<file path="src/hw/rtl/rcra_pkg.sv">
// types and constants shared by the rx completion ring assembler
`default_nettype none

package rcra_pkg;

	localparam int MAX_RING_DEPTH = 1024;
	localparam int DEPTH_W        = $clog2(MAX_RING_DEPTH + 1);
	localparam int SLOT_W         = $clog2(MAX_RING_DEPTH);
	localparam int LEN_W          = 16;
	localparam int RID_W          = 16;
	localparam int OFFS_W         = 8;
	localparam int TOTAL_W        = 16;
	localparam int CFG_IDX_W      = 2;
	localparam int CFG_DATA_W     = DEPTH_W;

	localparam logic [CFG_IDX_W-1:0] REG_RING_DEPTH  = CFG_IDX_W'(0);
	localparam logic [CFG_IDX_W-1:0] REG_ZERO_CHECK  = CFG_IDX_W'(1);
	localparam logic [CFG_IDX_W-1:0] REG_MAX_DESCS   = CFG_IDX_W'(2);

	localparam logic [DEPTH_W-1:0] MAX_DEPTH_VAL = DEPTH_W'(MAX_RING_DEPTH);
	localparam logic [DEPTH_W-1:0] RESET_MAX_DESCS = DEPTH_W'(32);

	typedef enum logic [2:0] {
		ST_EMPTY       = 3'd0,
		ST_TAKEN       = 3'd1,
		ST_DONE        = 3'd2,
		ST_STRAY_FIRST = 3'd3,
		ST_CORRUPT     = 3'd4,
		ST_TOO_MANY    = 3'd5,
		ST_BAD_ID      = 3'd6
	} status_t;

	typedef struct packed {
		logic [DEPTH_W-1:0] depth;
		logic [SLOT_W-1:0]  mask;
		logic               zero_field_check;
		logic [DEPTH_W-1:0] max_descs;
	} cfg_t;

	typedef struct packed {
		logic              phase_bit;
		logic              first_flag;
		logic              last_flag;
		logic              zero_bits_set;
		logic [LEN_W-1:0]  buffer_length;
		logic [RID_W-1:0]  request_id;
		logic [OFFS_W-1:0] packet_offset;
	} desc_t;

	typedef struct packed {
		status_t            status;
		logic [SLOT_W-1:0]  slot_index;
		logic [LEN_W-1:0]   out_length;
		logic [RID_W-1:0]   out_request_id;
		logic [SLOT_W-1:0]  packet_start;
		logic [DEPTH_W-1:0] packet_count;
		logic [OFFS_W-1:0]  out_offset;
		logic [TOTAL_W-1:0] completed_total;
	} result_t;

endpackage

`default_nettype wire

</file>
<file path="src/hw/rtl/rcra_if.sv">
// handshake channels of the rx completion ring assembler
`default_nettype none

interface rcra_desc_if;
	logic                          valid;
	logic                          ready;
	logic                          phase_bit;
	logic                          first_flag;
	logic                          last_flag;
	logic                          zero_bits_set;
	logic [rcra_pkg::LEN_W-1:0]    buffer_length;
	logic [rcra_pkg::RID_W-1:0]    request_id;
	logic [rcra_pkg::OFFS_W-1:0]   packet_offset;

	modport source (
		output valid, phase_bit, first_flag, last_flag, zero_bits_set,
		       buffer_length, request_id, packet_offset,
		input  ready
	);
	modport sink (
		input  valid, phase_bit, first_flag, last_flag, zero_bits_set,
		       buffer_length, request_id, packet_offset,
		output ready
	);
endinterface

interface rcra_cmpl_if;
	logic                          valid;
	logic                          ready;
	logic [2:0]                    status;
	logic [rcra_pkg::SLOT_W-1:0]   slot_index;
	logic [rcra_pkg::LEN_W-1:0]    out_length;
	logic [rcra_pkg::RID_W-1:0]    out_request_id;
	logic [rcra_pkg::SLOT_W-1:0]   packet_start;
	logic [rcra_pkg::DEPTH_W-1:0]  packet_count;
	logic [rcra_pkg::OFFS_W-1:0]   out_offset;
	logic [rcra_pkg::TOTAL_W-1:0]  completed_total;

	modport source (
		output valid, status, slot_index, out_length, out_request_id,
		       packet_start, packet_count, out_offset, completed_total,
		input  ready
	);
	modport sink (
		input  valid, status, slot_index, out_length, out_request_id,
		       packet_start, packet_count, out_offset, completed_total,
		output ready
	);
endinterface

interface rcra_cfg_if;
	logic                             valid;
	logic                             ready;
	logic [rcra_pkg::CFG_IDX_W-1:0]   index;
	logic [rcra_pkg::CFG_DATA_W-1:0]  data;

	modport source (output valid, index, data, input ready);
	modport sink   (input valid, index, data, output ready);
endinterface

`default_nettype wire

</file>
<file path="src/hw/rtl/rcra_regs.sv">
// configuration registers with derived ring depth and slot mask
`default_nettype none

module rcra_regs (
	input  wire logic          clk,
	input  wire logic          arst_n,
	rcra_cfg_if.sink           cfg,
	output rcra_pkg::cfg_t     cfg_out
);

	logic [rcra_pkg::DEPTH_W-1:0] eff_depth;

	assign cfg.ready = 1'b1;

	// zero or oversized depth falls back to the maximum
	always_comb begin
		if (cfg.data == '0 || cfg.data > rcra_pkg::MAX_DEPTH_VAL) begin
			eff_depth = rcra_pkg::MAX_DEPTH_VAL;
		end else begin
			eff_depth = cfg.data;
		end
	end

	always_ff @(posedge clk or negedge arst_n) begin
		if (!arst_n) begin
			cfg_out.depth            <= rcra_pkg::MAX_DEPTH_VAL;
			cfg_out.mask             <= rcra_pkg::SLOT_W'(rcra_pkg::MAX_RING_DEPTH - 1);
			cfg_out.zero_field_check <= 1'b1;
			cfg_out.max_descs        <= rcra_pkg::RESET_MAX_DESCS;
		end else if (cfg.valid && cfg.ready) begin
			unique case (cfg.index)
				rcra_pkg::REG_RING_DEPTH: begin
					cfg_out.depth <= eff_depth;
					cfg_out.mask  <= rcra_pkg::SLOT_W'(eff_depth - 1'b1);
				end
				rcra_pkg::REG_ZERO_CHECK: begin
					cfg_out.zero_field_check <= cfg.data[0];
				end
				rcra_pkg::REG_MAX_DESCS: begin
					cfg_out.max_descs <= cfg.data;
				end
				default: begin
				end
			endcase
		end
	end

endmodule

`default_nettype wire

</file>
<file path="src/hw/rtl/rcra_core.sv">
// ring head, phase and packet state with the per-item update
`default_nettype none

module rcra_core (
	input  wire logic            clk,
	input  wire logic            arst_n,
	input  wire rcra_pkg::cfg_t  cfg,
	input  wire logic            advance,
	input  wire rcra_pkg::desc_t desc,
	output rcra_pkg::result_t    result
);

	logic [rcra_pkg::SLOT_W-1:0]  head_q;
	logic                         phase_q;
	logic [rcra_pkg::DEPTH_W-1:0] count_q;
	logic [rcra_pkg::SLOT_W-1:0]  start_q;
	logic [rcra_pkg::OFFS_W-1:0]  offset_q;
	logic                         bad_id_q;
	logic [rcra_pkg::TOTAL_W-1:0] total_q;

	logic [rcra_pkg::SLOT_W-1:0]  head_inc;
	logic [rcra_pkg::SLOT_W-1:0]  next_slot;
	logic [rcra_pkg::DEPTH_W-1:0] count_inc;
	logic [rcra_pkg::OFFS_W-1:0]  offset_use;
	logic                         bad;
	logic                         consume;

	always_comb begin
		head_inc   = head_q + 1'b1;
		next_slot  = head_inc & cfg.mask;
		count_inc  = (count_q == rcra_pkg::MAX_DEPTH_VAL) ? count_q : count_q + 1'b1;
		offset_use = (count_q == '0) ? desc.packet_offset : offset_q;
		bad        = bad_id_q ||
		             (desc.request_id >= rcra_pkg::RID_W'(cfg.depth));
		consume    = 1'b0;

		result                 = '0;
		result.slot_index      = head_q & cfg.mask;
		result.completed_total = total_q;

		if (desc.phase_bit != phase_q) begin
			result.status = rcra_pkg::ST_EMPTY;
		end else if (desc.first_flag && count_q != '0) begin
			result.status = rcra_pkg::ST_STRAY_FIRST;
		end else if (desc.zero_bits_set && cfg.zero_field_check) begin
			result.status = rcra_pkg::ST_CORRUPT;
		end else begin
			consume               = 1'b1;
			result.out_length     = desc.buffer_length;
			result.out_request_id = desc.request_id;
			if (desc.last_flag) begin
				result.packet_start = start_q;
				result.packet_count = count_inc;
				result.out_offset   = offset_use;
				if (count_inc > cfg.max_descs) begin
					result.status = rcra_pkg::ST_TOO_MANY;
				end else if (bad) begin
					result.status = rcra_pkg::ST_BAD_ID;
				end else begin
					result.status          = rcra_pkg::ST_DONE;
					result.completed_total = total_q + rcra_pkg::TOTAL_W'(count_inc);
				end
			end else begin
				result.status = rcra_pkg::ST_TAKEN;
			end
		end
	end

	always_ff @(posedge clk or negedge arst_n) begin
		if (!arst_n) begin
			head_q   <= '0;
			phase_q  <= 1'b1;
			count_q  <= '0;
			start_q  <= '0;
			offset_q <= '0;
			bad_id_q <= 1'b0;
			total_q  <= '0;
		end else if (advance && consume) begin
			head_q   <= head_inc;
			offset_q <= offset_use;
			total_q  <= result.completed_total;
			if (next_slot == '0) begin
				phase_q <= ~phase_q;
			end
			if (desc.last_flag) begin
				count_q  <= '0;
				bad_id_q <= 1'b0;
				start_q  <= next_slot;
			end else begin
				count_q  <= count_inc;
				bad_id_q <= bad;
			end
		end
	end

endmodule

`default_nettype wire

</file>
<file path="src/hw/rtl/rx_completion_ring_assembler.sv">
// top level of the rx completion ring assembler
//
// desc carries one decoded completion descriptor, the one at the current
// head slot, per item; cmpl returns exactly one result item per descriptor
// item, in order. cfg writes ring_depth (index 0), zero_field_check
// (index 1) and max_descs (index 2); it is always ready and should only be
// written while no descriptor is in flight.
// An accepted descriptor is held in the input register, which feeds the
// state update; that update loads the result register on each advance,
// and cmpl presents the result from the result register.
// Throughput is one item per cycle while the result register is empty or
// cmpl.ready is high, set by the head/phase/count update on each advance.
// A full result register with cmpl.ready low holds its item; the input
// register still takes one more item, after which desc.ready drops until
// the receiver takes the result.
// Reset sets head slot 0, expected phase 1, no packet open, completion
// total 0, and the registers to depth 1024, checking on, 32 descriptors.
`default_nettype none

module rx_completion_ring_assembler (
	input  wire logic    clk,
	input  wire logic    arst_n,
	rcra_cfg_if.sink     cfg,
	rcra_desc_if.sink    desc,
	rcra_cmpl_if.source  cmpl
);

	rcra_pkg::cfg_t    cfg_cur;
	rcra_pkg::desc_t   desc_s1;
	rcra_pkg::result_t res_next;
	rcra_pkg::result_t res_s2;
	logic              valid_s1;
	logic              valid_s2;
	logic              advance;

	rcra_regs u_regs (
		.clk     (clk),
		.arst_n  (arst_n),
		.cfg     (cfg),
		.cfg_out (cfg_cur)
	);

	rcra_core u_core (
		.clk     (clk),
		.arst_n  (arst_n),
		.cfg     (cfg_cur),
		.advance (advance),
		.desc    (desc_s1),
		.result  (res_next)
	);

	assign advance    = valid_s1 && (!valid_s2 || cmpl.ready);
	assign desc.ready = !valid_s1 || advance;

	always_ff @(posedge clk or negedge arst_n) begin
		if (!arst_n) begin
			valid_s1 <= 1'b0;
			valid_s2 <= 1'b0;
		end else begin
			if (desc.valid && desc.ready) begin
				valid_s1 <= 1'b1;
			end else if (advance) begin
				valid_s1 <= 1'b0;
			end
			if (advance) begin
				valid_s2 <= 1'b1;
			end else if (cmpl.ready) begin
				valid_s2 <= 1'b0;
			end
		end
	end

	always_ff @(posedge clk) begin
		if (desc.valid && desc.ready) begin
			desc_s1.phase_bit     <= desc.phase_bit;
			desc_s1.first_flag    <= desc.first_flag;
			desc_s1.last_flag     <= desc.last_flag;
			desc_s1.zero_bits_set <= desc.zero_bits_set;
			desc_s1.buffer_length <= desc.buffer_length;
			desc_s1.request_id    <= desc.request_id;
			desc_s1.packet_offset <= desc.packet_offset;
		end
		if (advance) begin
			res_s2 <= res_next;
		end
	end

	assign cmpl.valid           = valid_s2;
	assign cmpl.status          = res_s2.status;
	assign cmpl.slot_index      = res_s2.slot_index;
	assign cmpl.out_length      = res_s2.out_length;
	assign cmpl.out_request_id  = res_s2.out_request_id;
	assign cmpl.packet_start    = res_s2.packet_start;
	assign cmpl.packet_count    = res_s2.packet_count;
	assign cmpl.out_offset      = res_s2.out_offset;
	assign cmpl.completed_total = res_s2.completed_total;

endmodule

`default_nettype wire
</file>
<file path="src/flat_wrapper.sv">
// flat-port wrapper written by rule: the top's interface ports become plain ports
module rx_completion_ring_assembler_flat 
  (clk, arst_n, cfg_valid, cfg_index, cfg_data, cfg_ready, desc_valid, desc_phase_bit, desc_first_flag, desc_last_flag, desc_zero_bits_set, desc_buffer_length, desc_request_id, desc_packet_offset, desc_ready, cmpl_valid, cmpl_status, cmpl_slot_index, cmpl_out_length, cmpl_out_request_id, cmpl_packet_start, cmpl_packet_count, cmpl_out_offset, cmpl_completed_total, cmpl_ready);
  rcra_cfg_if cfg_i ();
  rcra_desc_if desc_i ();
  rcra_cmpl_if cmpl_i ();
  input  wire logic clk;
  input  wire logic arst_n;
  input wire logic [$bits(cfg_i.valid)-1:0] cfg_valid;
  input wire logic [$bits(cfg_i.index)-1:0] cfg_index;
  input wire logic [$bits(cfg_i.data)-1:0] cfg_data;
  output wire logic [$bits(cfg_i.ready)-1:0] cfg_ready;
  input wire logic [$bits(desc_i.valid)-1:0] desc_valid;
  input wire logic [$bits(desc_i.phase_bit)-1:0] desc_phase_bit;
  input wire logic [$bits(desc_i.first_flag)-1:0] desc_first_flag;
  input wire logic [$bits(desc_i.last_flag)-1:0] desc_last_flag;
  input wire logic [$bits(desc_i.zero_bits_set)-1:0] desc_zero_bits_set;
  input wire logic [$bits(desc_i.buffer_length)-1:0] desc_buffer_length;
  input wire logic [$bits(desc_i.request_id)-1:0] desc_request_id;
  input wire logic [$bits(desc_i.packet_offset)-1:0] desc_packet_offset;
  output wire logic [$bits(desc_i.ready)-1:0] desc_ready;
  output wire logic [$bits(cmpl_i.valid)-1:0] cmpl_valid;
  output wire logic [$bits(cmpl_i.status)-1:0] cmpl_status;
  output wire logic [$bits(cmpl_i.slot_index)-1:0] cmpl_slot_index;
  output wire logic [$bits(cmpl_i.out_length)-1:0] cmpl_out_length;
  output wire logic [$bits(cmpl_i.out_request_id)-1:0] cmpl_out_request_id;
  output wire logic [$bits(cmpl_i.packet_start)-1:0] cmpl_packet_start;
  output wire logic [$bits(cmpl_i.packet_count)-1:0] cmpl_packet_count;
  output wire logic [$bits(cmpl_i.out_offset)-1:0] cmpl_out_offset;
  output wire logic [$bits(cmpl_i.completed_total)-1:0] cmpl_completed_total;
  input wire logic [$bits(cmpl_i.ready)-1:0] cmpl_ready;
  assign cfg_i.valid = cfg_valid;
  assign cfg_i.index = cfg_index;
  assign cfg_i.data = cfg_data;
  assign cfg_ready = cfg_i.ready;
  assign desc_i.valid = desc_valid;
  assign desc_i.phase_bit = desc_phase_bit;
  assign desc_i.first_flag = desc_first_flag;
  assign desc_i.last_flag = desc_last_flag;
  assign desc_i.zero_bits_set = desc_zero_bits_set;
  assign desc_i.buffer_length = desc_buffer_length;
  assign desc_i.request_id = desc_request_id;
  assign desc_i.packet_offset = desc_packet_offset;
  assign desc_ready = desc_i.ready;
  assign cmpl_valid = cmpl_i.valid;
  assign cmpl_status = cmpl_i.status;
  assign cmpl_slot_index = cmpl_i.slot_index;
  assign cmpl_out_length = cmpl_i.out_length;
  assign cmpl_out_request_id = cmpl_i.out_request_id;
  assign cmpl_packet_start = cmpl_i.packet_start;
  assign cmpl_packet_count = cmpl_i.packet_count;
  assign cmpl_out_offset = cmpl_i.out_offset;
  assign cmpl_completed_total = cmpl_i.completed_total;
  assign cmpl_i.ready = cmpl_ready;
  rx_completion_ring_assembler u_core (.clk(clk), .arst_n(arst_n), .cfg(cfg_i), .desc(desc_i), .cmpl(cmpl_i));
endmodule
</file>
<file path="config.mk">
export PLATFORM = sky130hd
export DESIGN_NAME = rx_completion_ring_assembler_flat
export DESIGN_NICKNAME = d
export VERILOG_FILES = /design/src/hw/rtl/rcra_pkg.sv /design/src/hw/rtl/rcra_if.sv /design/src/hw/rtl/rcra_regs.sv /design/src/hw/rtl/rcra_core.sv /design/src/hw/rtl/rx_completion_ring_assembler.sv /design/src/flat_wrapper.sv
export SDC_FILE = /design/constraint.sdc
export NUM_CORES = 1
export LEC_CHECK = 0
export ABC_AREA = 0
export BUFFER_PORTS_ARGS = -buffer_cell sky130_fd_sc_hd__buf_2
export CAP_MARGIN = 20
export CORE_AREA = 3 3 170 131
export DETAILED_ROUTE_END_ITERATION = 10
export DIE_AREA = 0 0 173 134
export PLACE_DENSITY = 0.69
export SLEW_MARGIN = 20
export SYNTH_ARGS = -nofsm -noshare
export SYNTH_HDL_FRONTEND = slang
export SYNTH_SLANG_ARGS = --single-unit
</file>
<file path="constraint.sdc">
create_clock -name clk -period 4.47 [get_ports clk]
set_input_delay 0.6705 -clock clk [delete_from_list [all_inputs] [get_ports clk]]
set_output_delay 0.6705 -clock clk [all_outputs]
set_load 0.02 [all_outputs]
</file>
After elaboration in Yosys (flattened, before gate mapping)
Index checks and enable logic that the tools add are counted.
{"block": "classes", "n_addsub": 4, "mul": 0, "div_mod_pow": 0, "order_cmp": 3, "n_eq_ne": 4, "n_shift": 0, "n_mux": 23, "bitwise_logic": 4, "reduce_logical": 26}
{"cell": "two-way mux 16 bit", "n": 6}
{"cell": "two-way mux 11 bit", "n": 3}
{"cell": "zero test 11 bit", "n": 2}
{"cell": "AND 10 bit", "n": 2}
{"cell": "adder 16 x 11 -> 16 bit", "n": 1}
{"cell": ">= comparator 16 x 11 -> 1 bit", "n": 1}
{"cell": "two-way mux 3 bit", "n": 4}
{"cell": "adder 11 x 1 -> 11 bit (second input constant)", "n": 1}
{"cell": "equality test 11 bit (second input constant)", "n": 1}
{"cell": "> comparator 11 bit", "n": 1}
{"cell": "> comparator 11 bit (second input constant)", "n": 1}
{"cell": "nonzero test 11 bit", "n": 1}
{"cell": "adder 10 x 1 -> 10 bit (second input constant)", "n": 1}
{"cell": "zero test 10 bit", "n": 1}
{"cell": "AND reduction 2 bit", "n": 5}
{"cell": "subtractor 10 x 1 -> 10 bit (second input constant)", "n": 1}
{"cell": "two-way mux 1 bit", "n": 8}
{"cell": "two-way mux 8 bit", "n": 1}
{"cell": "logical AND 1 bit", "n": 5}
{"cell": "logical OR 1 bit", "n": 4}
{"cell": "nonzero test 2 bit", "n": 2}
{"cell": "OR reduction 4 bit", "n": 1}
{"cell": "OR reduction 3 bit", "n": 1}
{"cell": "equality test 2 x 1 -> 1 bit (second input constant)", "n": 1}
{"cell": "7 further kinds", "n": 9}
{"block": "totals", "regBits": 226, "latchBits": 0, "ramBits": 0, "romBits": 0, "word_cells": 93, "memories": 0}

Longest topological paths before layout
Gate-level depths: netlist of run 1.
{"block": "logic_depth", "depth_word": 9, "depth_mapped": 15, "mapped_depth_nobuf": 14}

Cells and area by module
Synthesis of run 1 repeated with hierarchy kept, for this count alone.
{"block": "hier_totals", "hier_cells": 803, "hier_area_um2": 10219.8}
{"module": "rcra_core", "instances": 1, "cells_per_inst": 519, "area_per_inst_um2": 4546.9, "seq_area_each_um2": 1427.6}
{"module": "rx_completion_ring_assembler", "instances": 1, "cells_per_inst": 142, "area_per_inst_um2": 4127.7, "seq_area_each_um2": 4073.9}
{"module": "rcra_regs", "instances": 1, "cells_per_inst": 142, "area_per_inst_um2": 1545.2, "seq_area_each_um2": 842.1}

Worst setup path after synthesis of run 1
No wires, ideal clock.
{"block": "synth_path", "kind": "input port to flip-flop", "startpoint": "in cmpl_ready", "endpoint": "reg u_core.u_core.total_q[1] (netlist name)", "setup_ns": 0.128, "arrival_ns": 4.150, "path_slack_ns": 0.193, "cell_stages": 6, "cell_sequence": "nand2b_1 -> and2_1 -> nand3_1 -> nor4_2 -> buf_4 -> mux2_1"}
{"block": "synth_via", "elab_chain_cells": 3}
{"item": "start, declared", "line_no": "flat_wrapper.sv:31", "text": "input wire logic [$bits(cmpl_i.ready)-1:0] cmpl_ready;"}
{"item": "logical OR 1 bit", "line_no": "rx_completion_ring_assembler.sv:52", "text": "assign advance = valid_s1 && (!valid_s2 || cmpl.ready);"}
{"item": "logical AND 1 bit", "line_no": "rx_completion_ring_assembler.sv:52"}
{"item": "net u_core.advance", "line_no": "rx_completion_ring_assembler.sv:34", "text": "logic advance;"}
{"item": "logical AND 1 bit", "line_no": "rcra_core.sv:78", "text": "end else if (advance && consume) begin"}
{"item": "end signal, assigned", "line_no": "rcra_core.sv:81", "text": "total_q <= result.completed_total;"}
{"item": "end, declared", "line_no": "rcra_core.sv:19", "text": "logic [rcra_pkg::TOTAL_W-1:0] total_q;"}
The timed path passes the listed nets, and every way through them passes these cells.
A chain may end at the register's enable or synchronous reset.

==> summary.md, run 1 <==
The largest individual stage delay along the critical path comes from the cell sky130_fd_sc_hd__o221ai_2. STA classifies the critical path endpoint as a flop. The tool flagged a number of max-cap violations equal to 0. The unique cell type count in the Yosys netlist was 60; the slew of the pin with the lowest slew margin was 0.996 ns. The total power divided by cell area is 487 nW/µm². Port buffering added 153 buffers.

Entering global routing, the biggest net connects 67 pins. The arrival time reported for the critical path endpoint came out at 4.33 ns. The tree is rooted in a sky130_fd_sc_hd__clkbuf_16. The largest single stage delay on the critical path is 0.77 ns. The total area inside the core boundary comes to 20800 µm².

The routed design could run at a clock period as short as 4.08 ns. The run gives 0.933 as the placer's final routability congestion estimate. Summed over all failing endpoints, the final setup total negative slack is 0 ns.

The via count of the first global-routing pass is 6760, and the number of vias per cell after detailed routing is 5.24. The synthesis-to-layout area growth is 17.8%, and the fraction of synthesis flops using an asynchronous set or reset pin is 40.7%. For the hold-fix buffer count after cts, the log shows 0. sky130_fd_sc_hd__edfxtp_1 takes more of the synthesized area than any other cell. Leading register cell type out of synthesis: sky130_fd_sc_hd__edfxtp_1. Of the post-synthesis cell area, the dominant cell type holds 39.2%. Critical path class: flop to flop.

The peak fanout along the critical path was 18; the post-route clock period utilization was 91.3%. The tools report the net count after synthesis as 925. The final route contains 6755 vias.

The register clock-pin slew on the reported worst setup and hold paths is 0.06 ns, and the maximum clock skew at final layout is 0.0110 ns. For the effective utilization at floorplan, the log shows 49.3%. The run finished with clean final reports. The number of buffers created by CTS is 23. The worst setup path is launched from a flop. The overall overflow remaining after global route is 0.

The kind of cell with the highest combined delay along the critical path is simple AND/OR/NAND/NOR gates. The run gives 61.7% as the register area share after synthesis. In the synthesized netlist, the cells that appear most often are sky130_fd_sc_hd__edfxtp_1, sky130_fd_sc_hd__dfrtp_1, sky130_fd_sc_hd__nand2_1.

Based on the critical path, the design can be clocked at up to 0.245 GHz. The number of top-level pins is 155. The final layout contains routed wiring with a total length of 22.4 mm.

The clock tree buffer depth is 3. Yosys instantiated no cell more often than sky130_fd_sc_hd__edfxtp_1. In this run the tightest slew margin relative to its limit is 33.6%. The clock reaches the later pin of the worst-skew pair after 0.50 ns. Number of setup violations in the final report: 0. Summed over all nets, the half-perimeter wirelength after detailed placement is 15.8 mm. The detail-routed net length per standard cell works out to 17.4 µm.

The tools report the area of the mapped netlist as 10300 µm². For this run, design rule violations remaining after detail routing come to 0. The tools report the number of filler instances in the final layout as 1765. Setup repair after global routing left no endpoint under its margin.

The first TritonRoute pass finished after 5 iterations. For this run, the number of Yosys warnings is 0. The signal on the critical path passes through nor4_4 > nand4_1 > nand2_1 > nor2_1 > xor2_1 > ha_1 > nand3_1 > a211oi_1 > and4bb_2 > o221ai_2 > mux2_2.

Synthesis inferred 226 register bits. The run gives 0 as the number of gates given a new drive strength after cts. After layout, the design draws a total of 5.89 mW. The post-route netlist has 25.6% of its cells at a drive strength greater than 1.

The tools report the number of hold violations in the final report as 0. The net total in the final layout came out at 1088. The first global-routing pass estimated 36.2 mm of wire. For this block, the initial DRC count from the detailed router was 466. The number of antenna diodes in the final layout is 0.

The number of max-slew violations in the final report was 0; the die area was 23200 µm². The floorplan step set the die width to 173 µm. Floorplan die height: 134 µm. Number of antenna violations at the first check in global routing: 0. The analysis attributes to cell leakage a power of 5.34 nW. Count of buffers added by post-CTS timing repair for setup: 0. The worst-case IR drop observed on VDD is 0.329 mV. The path type of the worst min-delay path is primary input to asynchronous set/reset pin.

The initialized floorplan defines 46 standard-cell rows. Synthesis produced a netlist whose cell count is 823. The clock drives 226 sinks. For the maximum level of the CTS H-tree, the log shows 1.

For the worst setup path, the data required time is 4.72 ns. The number of buffers and inverters on the critical path is 0. After synthesis, the mean cell area works out to 12.5 µm².

In the global route stage, overall resource usage came out at 19.4%. Sorting the synthesized cells by area gives the leading types as sky130_fd_sc_hd__edfxtp_1, sky130_fd_sc_hd__dfrtp_1, sky130_fd_sc_hd__ha_1, sky130_fd_sc_hd__dfstp_2, sky130_fd_sc_hd__mux2_2. The count of nets left with antenna violations once routing finished came out at 0. TritonCTS built the clock tree.

Yosys mapped a number of flops with a built-in enable equal to 134.
-- power by group --
part,leakage [nW],internal [mW],switching (mW)
Sequential,2.48,2.58,0.157
Clock,0.354,1.06,0.760
Combinational,2.51,0.502,0.842
-- metrics by stage --
stage | hold WS (ns) | util [%] | setup slack [ns] | instances | cell area (µm²)
5_1_grt | 0.325 | 58.1 | 0.0258 | 1290 | 12100
2_1_floorplan | 0.375 | - | 0.193 | 823 | 10300
3_3_place_gp | 0.458 | 54.6 | 0.564 | 1249 | 11400
4_1_cts | 0.307 | 58.1 | 0.400 | 1290 | 12100
6_report | 0.261 | 58.1 | 0.387 | 1290 | 12100
3_5_place_dp | 0.462 | 54.6 | 0.396 | 1249 | 11400
-- area by class of cell --
cell class	count	area, µm²	share of cell area, %
Clock inverter	9	76.3	0.631
Clock buffer	32	639	5.28
Sequential cell	226	6340	52.4
Timing Repair Buffer	165	858	7.09
Inverter	34	128	1.05
Tap cell	288	360	2.98
Multi-Input combinational cell	536	3700	30.5
-- routing by layer --
layer	wire, µm	GRT usage (%)	vias up
met1	10700	29.0	3236
met3	1270	3.42	35
met2	9800	29.4	199
li1	-	-	3285
met4	614	5.63	0
met5	0	0	-
-- path summary, 6_finish.rpt --
kind                                                       startpoint                                       end  slack, ns  cells past startpoint
worst max register to register   u_core.u_core.count_q[5]$_DFFE_PN0P_  u_core.cmpl.completed_total[4]$_DFFE_PP_       0.39                     11
worst max-delay path             u_core.u_core.count_q[5]$_DFFE_PN0P_  u_core.cmpl.completed_total[4]$_DFFE_PP_       0.39                     11
worst min register to register  u_core.u_regs.cfg_out[20]$_DFFE_PN1P_     u_core.u_regs.cfg_out[20]$_DFFE_PN1P_       0.47                      2
worst min-delay path                                           arst_n      u_core.u_core.total_q[9]$_DFFE_PN0P_       0.26                      1
max in group asynchronous                                      arst_n      u_core.u_core.count_q[9]$_DFFE_PN0P_       3.25                      2
min in group clk                                desc_buffer_length[8]              u_core.desc_s1[32]$_DFFE_PP_       0.34                      1
-- cell usage in the layout, fill, tap and decap left out, drive strengths merged, types with 2 or more instances in the layout --
master / n
mux2: 37
nand3: 21
mux2i: 14
nor4b: 2
edfxtp: 134
a211oi: 8
nand2b: 12
xnor2: 19
o21a: 7
o21ai: 52
dfrtp: 78
nor3b: 3
and3: 23
a211o: 2
nor2b: 12
nor3: 16
nor2: 46
a31oi: 3
o2111ai: 2
clkinv: 7
a21o: 6
nor4: 11
xor2: 25
inv: 34
dfstp: 14
clkbuf: 32
o31ai: 5
nand3b: 8
nand4: 8
and2: 44
nand2: 67
ha: 39
a21oi: 24
or4: 2
buf: 165
-- sequential cells by signal (all words and copies together) (netlist names), 3 cells and up --
signal                       cells
u_core.cmpl.packet_start        10
u_core.desc_s1                  44
u_core.cmpl.out_request_id      16
u_core.cmpl.completed_total     16
u_core.cmpl.packet_count        11
u_core.u_core.count_q           11
u_core.cmpl.slot_index          10
u_core.cmpl.out_length          16
u_core.u_core.head_q            10
u_core.u_regs.cfg_out           33
u_core.cmpl.out_offset           8
u_core.u_core.total_q           16
u_core.cmpl.status               3
u_core.u_core.start_q           10
u_core.u_core.offset_q           8
-- cells by family after synthesis --
family | Yosys count | share of synthesized area, %
AOI/OAI and AO/OA | 120 | 7.09
buffers and inverters | 61 | 2.34
DFF | 226 | 61.7
xor gates and xnor gates | 44 | 3.75
muxes | 51 | 5.42
and+or+nand+nor | 280 | 14.7
adders and majority gates | 40 | 4.94
other | 1 | 0.0365
No activity file was read; power rests on OpenSTA's default activity.
==> inputs of run 2 (changes only) <==
CORE_AREA = 3 3 170 130   (was 3 3 170 131)
DIE_AREA = 0 0 173 133   (was 0 0 173 134)
SYNTH_HIERARCHICAL = 1   (was default)
==> run 2 against run 1 <==
Count of clock-buffer cells in the layout down 4. Cell count decreased by 2.4%. Total power down 1.6%. Maximum frequency rose by 5.1%. Non-clock buffer count is 4 lower. Final area fell by 0.82%. Area after synthesis down 0.54%. Wire length is 5.8% lower. Critical endpoint is now u_core/cmpl.completed_total[14]$_DFFE_PP_. Highest routed layer is now met5.
==> summary.md, run 2 <==
Data on the critical path is required at its endpoint by 4.74 ns. The area of the mapped netlist was 10200 µm². Among all cell types in the netlist, the one instantiated most often is sky130_fd_sc_hd__edfxtp_1. The number of filler instances in the final layout was 1712; the worst hold slack across all endpoints was 0.268 ns.

At the later pin of the worst-skew pair, clock insertion delay measures 0.52 ns. For this design the ratio of total power to cell area is 483 nW/µm². At the pin with the least slew margin, the transition time is 0.885 ns. The reg-to-reg critical path startpoint was u_core/u_core/count_q[0]$_DFFE_PN0P_. Reg-to-reg setup timing slack: 0.59 ns. Across the VDD grid, the largest voltage drop is 0.270 mV. The run gives 50.1% as the effective utilization at floorplan. The mux contribution to synthesized area was 5.50%; the XOR/XNOR share of the synthesized area was 4.11%. The overall overflow remaining after global route is 0, and the number of maximum-capacitance violations is 0. Kind of capture point of the worst setup path: a flop. For the hold-fix buffer count after cts, the log shows 0. The logs give 62 for the unique cell type count in the Yosys netlist and 20400 µm² for the placeable core region. The via count of the first global-routing pass is 6252, and the clock period minus worst slack is 3.88 ns. The final-layout setup total negative slack is 0 ns, and the part of the power in combinational logic is 20.4%. After Yosys synthesis, and, or, nand and nor cells account for 14.2% of the synthesized area. The tools report the endpoint of the worst-slack reg-to-reg timing path as u_core/cmpl.completed_total[14]$_DFFE_PP_. In the routed design, unresolved DRC markers number 0. Traced cell by cell, the critical path runs through inv_1 > ha_1 > nand2_1 > or4_1 > xnor2_1 > inv_1 > ha_1 > fa_1 > a21oi_1 > o21bai_1 > nor4_1 > o31ai_1 > or2_2 > nand3_1 > xnor2_1. The area growth from synthesis to layout is 17.4%. The largest registers in the layout are u_core/desc_s1 (44), u_core/u_regs/cfg_out (33). Measured along the x axis, the die boundary spans 173 µm. The slowest stage of the critical path is the sky130_fd_sc_hd__or4_1 cell. The critical path in this run is classified as flop to flop. For the net total in the final layout, the log shows 1061. The tree is rooted in a sky130_fd_sc_hd__clkbuf_16.

After layout, the worst path uses 86.9% of the clock period. The worst hold path belongs to the class primary input to asynchronous set/reset pin. Internal power comes to 4.13 mW. The detail-routed net length per standard cell is 16.8 µm. Entering global routing, the biggest net connects 67 pins. By area the synthesized netlist is led by sky130_fd_sc_hd__edfxtp_1, sky130_fd_sc_hd__dfrtp_1, sky130_fd_sc_hd__ha_1, sky130_fd_sc_hd__mux2_2, sky130_fd_sc_hd__dfstp_2.

During synthesis, Yosys emitted a total of 6 warnings. Global routing used 18.3% of the available tracks across all layers. The leading cell type in the layout, fill and taps excluded is sky130_fd_sc_hd__buf_2.

The count of nets left with antenna violations once routing finished came out at 0. The clock passes through at most 3 buffers. The first TritonRoute pass finished after 5 iterations.

In the routed layout, each cell is associated on average with a via count of 5.16. For the register area share after synthesis, the log shows 62.1%. The top cell types in the final layout, fill and taps aside, are sky130_fd_sc_hd__buf_2, sky130_fd_sc_hd__edfxtp_1, sky130_fd_sc_hd__nand2_1.

After synthesis, the most frequently instantiated cells are sky130_fd_sc_hd__edfxtp_1, sky130_fd_sc_hd__nand2_1, sky130_fd_sc_hd__dfrtp_1. The top register by number of flip-flops was u_core/desc_s1. The logs give 3 for the number of antenna violations at the first check in global routing and 4.16 ns for the arrival time reported for the critical path endpoint. Setup violations remaining at the end of the flow were counted as 0.

The register with the most flip-flops in the layout has 44 of them. During placement, the flow inserted port buffers numbering 153. The ratio of cells with drive above 1 in the final layout is 27.2%.

In this run, synthesis inferred 134 flip-flops with an integrated enable. TritonCTS built the clock tree. Counting cells, the worst reg-to-reg path comes to 15. For the clock share of power, the log shows 33.0%. After detailed placement, the total cell area comes to 11200 µm². The delay of the slowest cell on the worst path was 0.53 ns; the average footprint of a synthesized cell was 12.7 µm².

The peak fanout along the critical path works out to 6. The number of top-level pins was 155. The logs give 23000 µm² for the die area and 0.257 GHz for the maximum clock frequency. Summed over its instances, the top area cell type makes up 39.4% of the synthesized netlist area. The number of hold violations in the final report came out at 0. The HPWL after detailed placement is 14.7 mm.

The initialized floorplan defines 45 standard-cell rows. The logs give 905 for the net count after synthesis and 0.00931 ns for the maximum clock skew at final layout. Of the total power, the share spent switching nets is 28.8%. After synthesis, the share of flip-flops with an asynchronous set or reset is 40.7%. STA classifies the critical path startpoint as a flop.

The tools report the number of max-slew violations in the final report as 0. The run gives 0.806 as the placer's final routability congestion estimate. Total of flip-flops plus latches after synthesis: 226.

The run finished with clean final reports. Summing the areas of all fa, ha and maj instances in the mapped netlist gives 4.97% of the synthesized area. Once the clock tree was built, the setup fixing pass inserted 0 buffers. The number of DRC violations after detailed-routing iteration 0 was 482. For the synthesized instance count, the log shows 803.

The clock drives 226 sinks. Register clock-pin slew on the reported worst setup and hold paths: 0.06 ns. The combinational family with the most area after synthesis was simple AND/OR/NAND/NOR gates. Floorplan die height: 133 µm. Post-CTS repair changed the size of 0 cells. The most used flip-flop cell after synthesis is sky130_fd_sc_hd__edfxtp_1.

The complex-gate fraction of the synthesized area was 6.19%. Final routed wirelength across all metal layers: 21.1 mm. Clock tree synthesis inserted a total of 23 buffers. Relative max-transition margin: 41.0%. The library cell occupying the most area in the post-synthesis netlist was sky130_fd_sc_hd__edfxtp_1.

The static leakage is 5.29 nW, and the total non-filler cell area in the finished layout is 12000 µm². The reported net switching power came out at 1.67 mW. Maximum level of the CTS H-tree: 1.

The part of the power in registers is 46.7%. Setup repair after global routing left no endpoint under its margin. The routed layout has 6498 vias. The run gives 34.0 mm as the first-pass GRT wire length.
==> run 2: per-stage QoR <==
stage          worst slack [ns]  util (%)  instances  power, mW
6_report                  0.585      58.9       1259       5.80
2_1_floorplan            0.0307         -        803       3.57
3_5_place_dp              0.606      55.2       1216       3.94
4_1_cts                   0.596      58.9       1258       5.86
5_1_grt                   0.301      58.9       1258       6.10
3_3_place_gp              0.719      55.2       1216       3.91
==> run 2: critical path: cells and delay by family, from the launching register on <==
kind | cells | cell delay [ns]
and+or+nand+nor | 5 | 1.29
xor gates and xnor gates | 2 | 0.42
buffers and inverters | 2 | 0.20
DFF | 1 | 0.44
adders and majority gates | 3 | 0.81
AOI/OAI and AO/OA | 3 | 0.47
==> run 2: worst max-delay path by stage <==
stage / slack, ns / startpoint / cells past startpoint / endpoint
floorplan: 0.03 / cmpl_ready / 6 / u_core/u_core/total_q[10]$_DFFE_PN0P_
global placement: 0.72 / u_core/u_core/count_q[6]$_DFFE_PN0P_ / 14 / u_core/cmpl.completed_total[12]$_DFFE_PP_
detailed placement: 0.61 / u_core/u_core/count_q[6]$_DFFE_PN0P_ / 14 / u_core/cmpl.completed_total[12]$_DFFE_PP_
CTS: 0.60 / u_core/u_core/count_q[6]$_DFFE_PN0P_ / 14 / u_core/cmpl.completed_total[12]$_DFFE_PP_
global route: 0.30 / u_core/u_core/count_q[6]$_DFFE_PN0P_ / 14 / u_core/cmpl.completed_total[14]$_DFFE_PP_
finish: 0.59 / u_core/u_core/count_q[0]$_DFFE_PN0P_ / 15 / u_core/cmpl.completed_total[14]$_DFFE_PP_
==> run 2: final cells by class <==
class                      count  area [µm²]  share of cell area (%)
antenna                        1        2.50                  0.0208
timing repair buffer         161         828                    6.90
clock inverter                14         143                    1.19
tap                          282         353                    2.94
clock buffer                  28         614                    5.12
inverter                      35         131                    1.09
multi-input combinational    512        3590                    29.9
sequential                   226        6340                    52.9
==> run 2: cell families after synthesis <==
kind of cell,count (synthesis)
AO/OA/AOI/OAI,98
multiplexers,51
buffers and inverters,65
adder cells (fa/ha/maj),40
XOR/XNOR,48
other,1
flip-flops,226
AND/OR/NAND/NOR,274
==> run 2: power by group through the flow <==
stage,clock network (mW),registers (mW),logic (mW)
after floorplan,0,2.85,0.724
after global placement,0,2.74,1.17
after detailed placement,0,2.75,1.19
after CTS,1.96,2.71,1.20
after global routing,2.05,2.74,1.31
final,1.91,2.71,1.18
==> run 2: layer usage <==
layer	share of wire, %	global-route usage (%)	vias up	wire length [µm]
met3	6.7	3.84	33	1420
li1	-	-	3169	-
met4	2.0	4.50	4	412
met2	42	25.8	184	8910
met5	0.16	0	-	34
met1	49	28.9	3108	10300
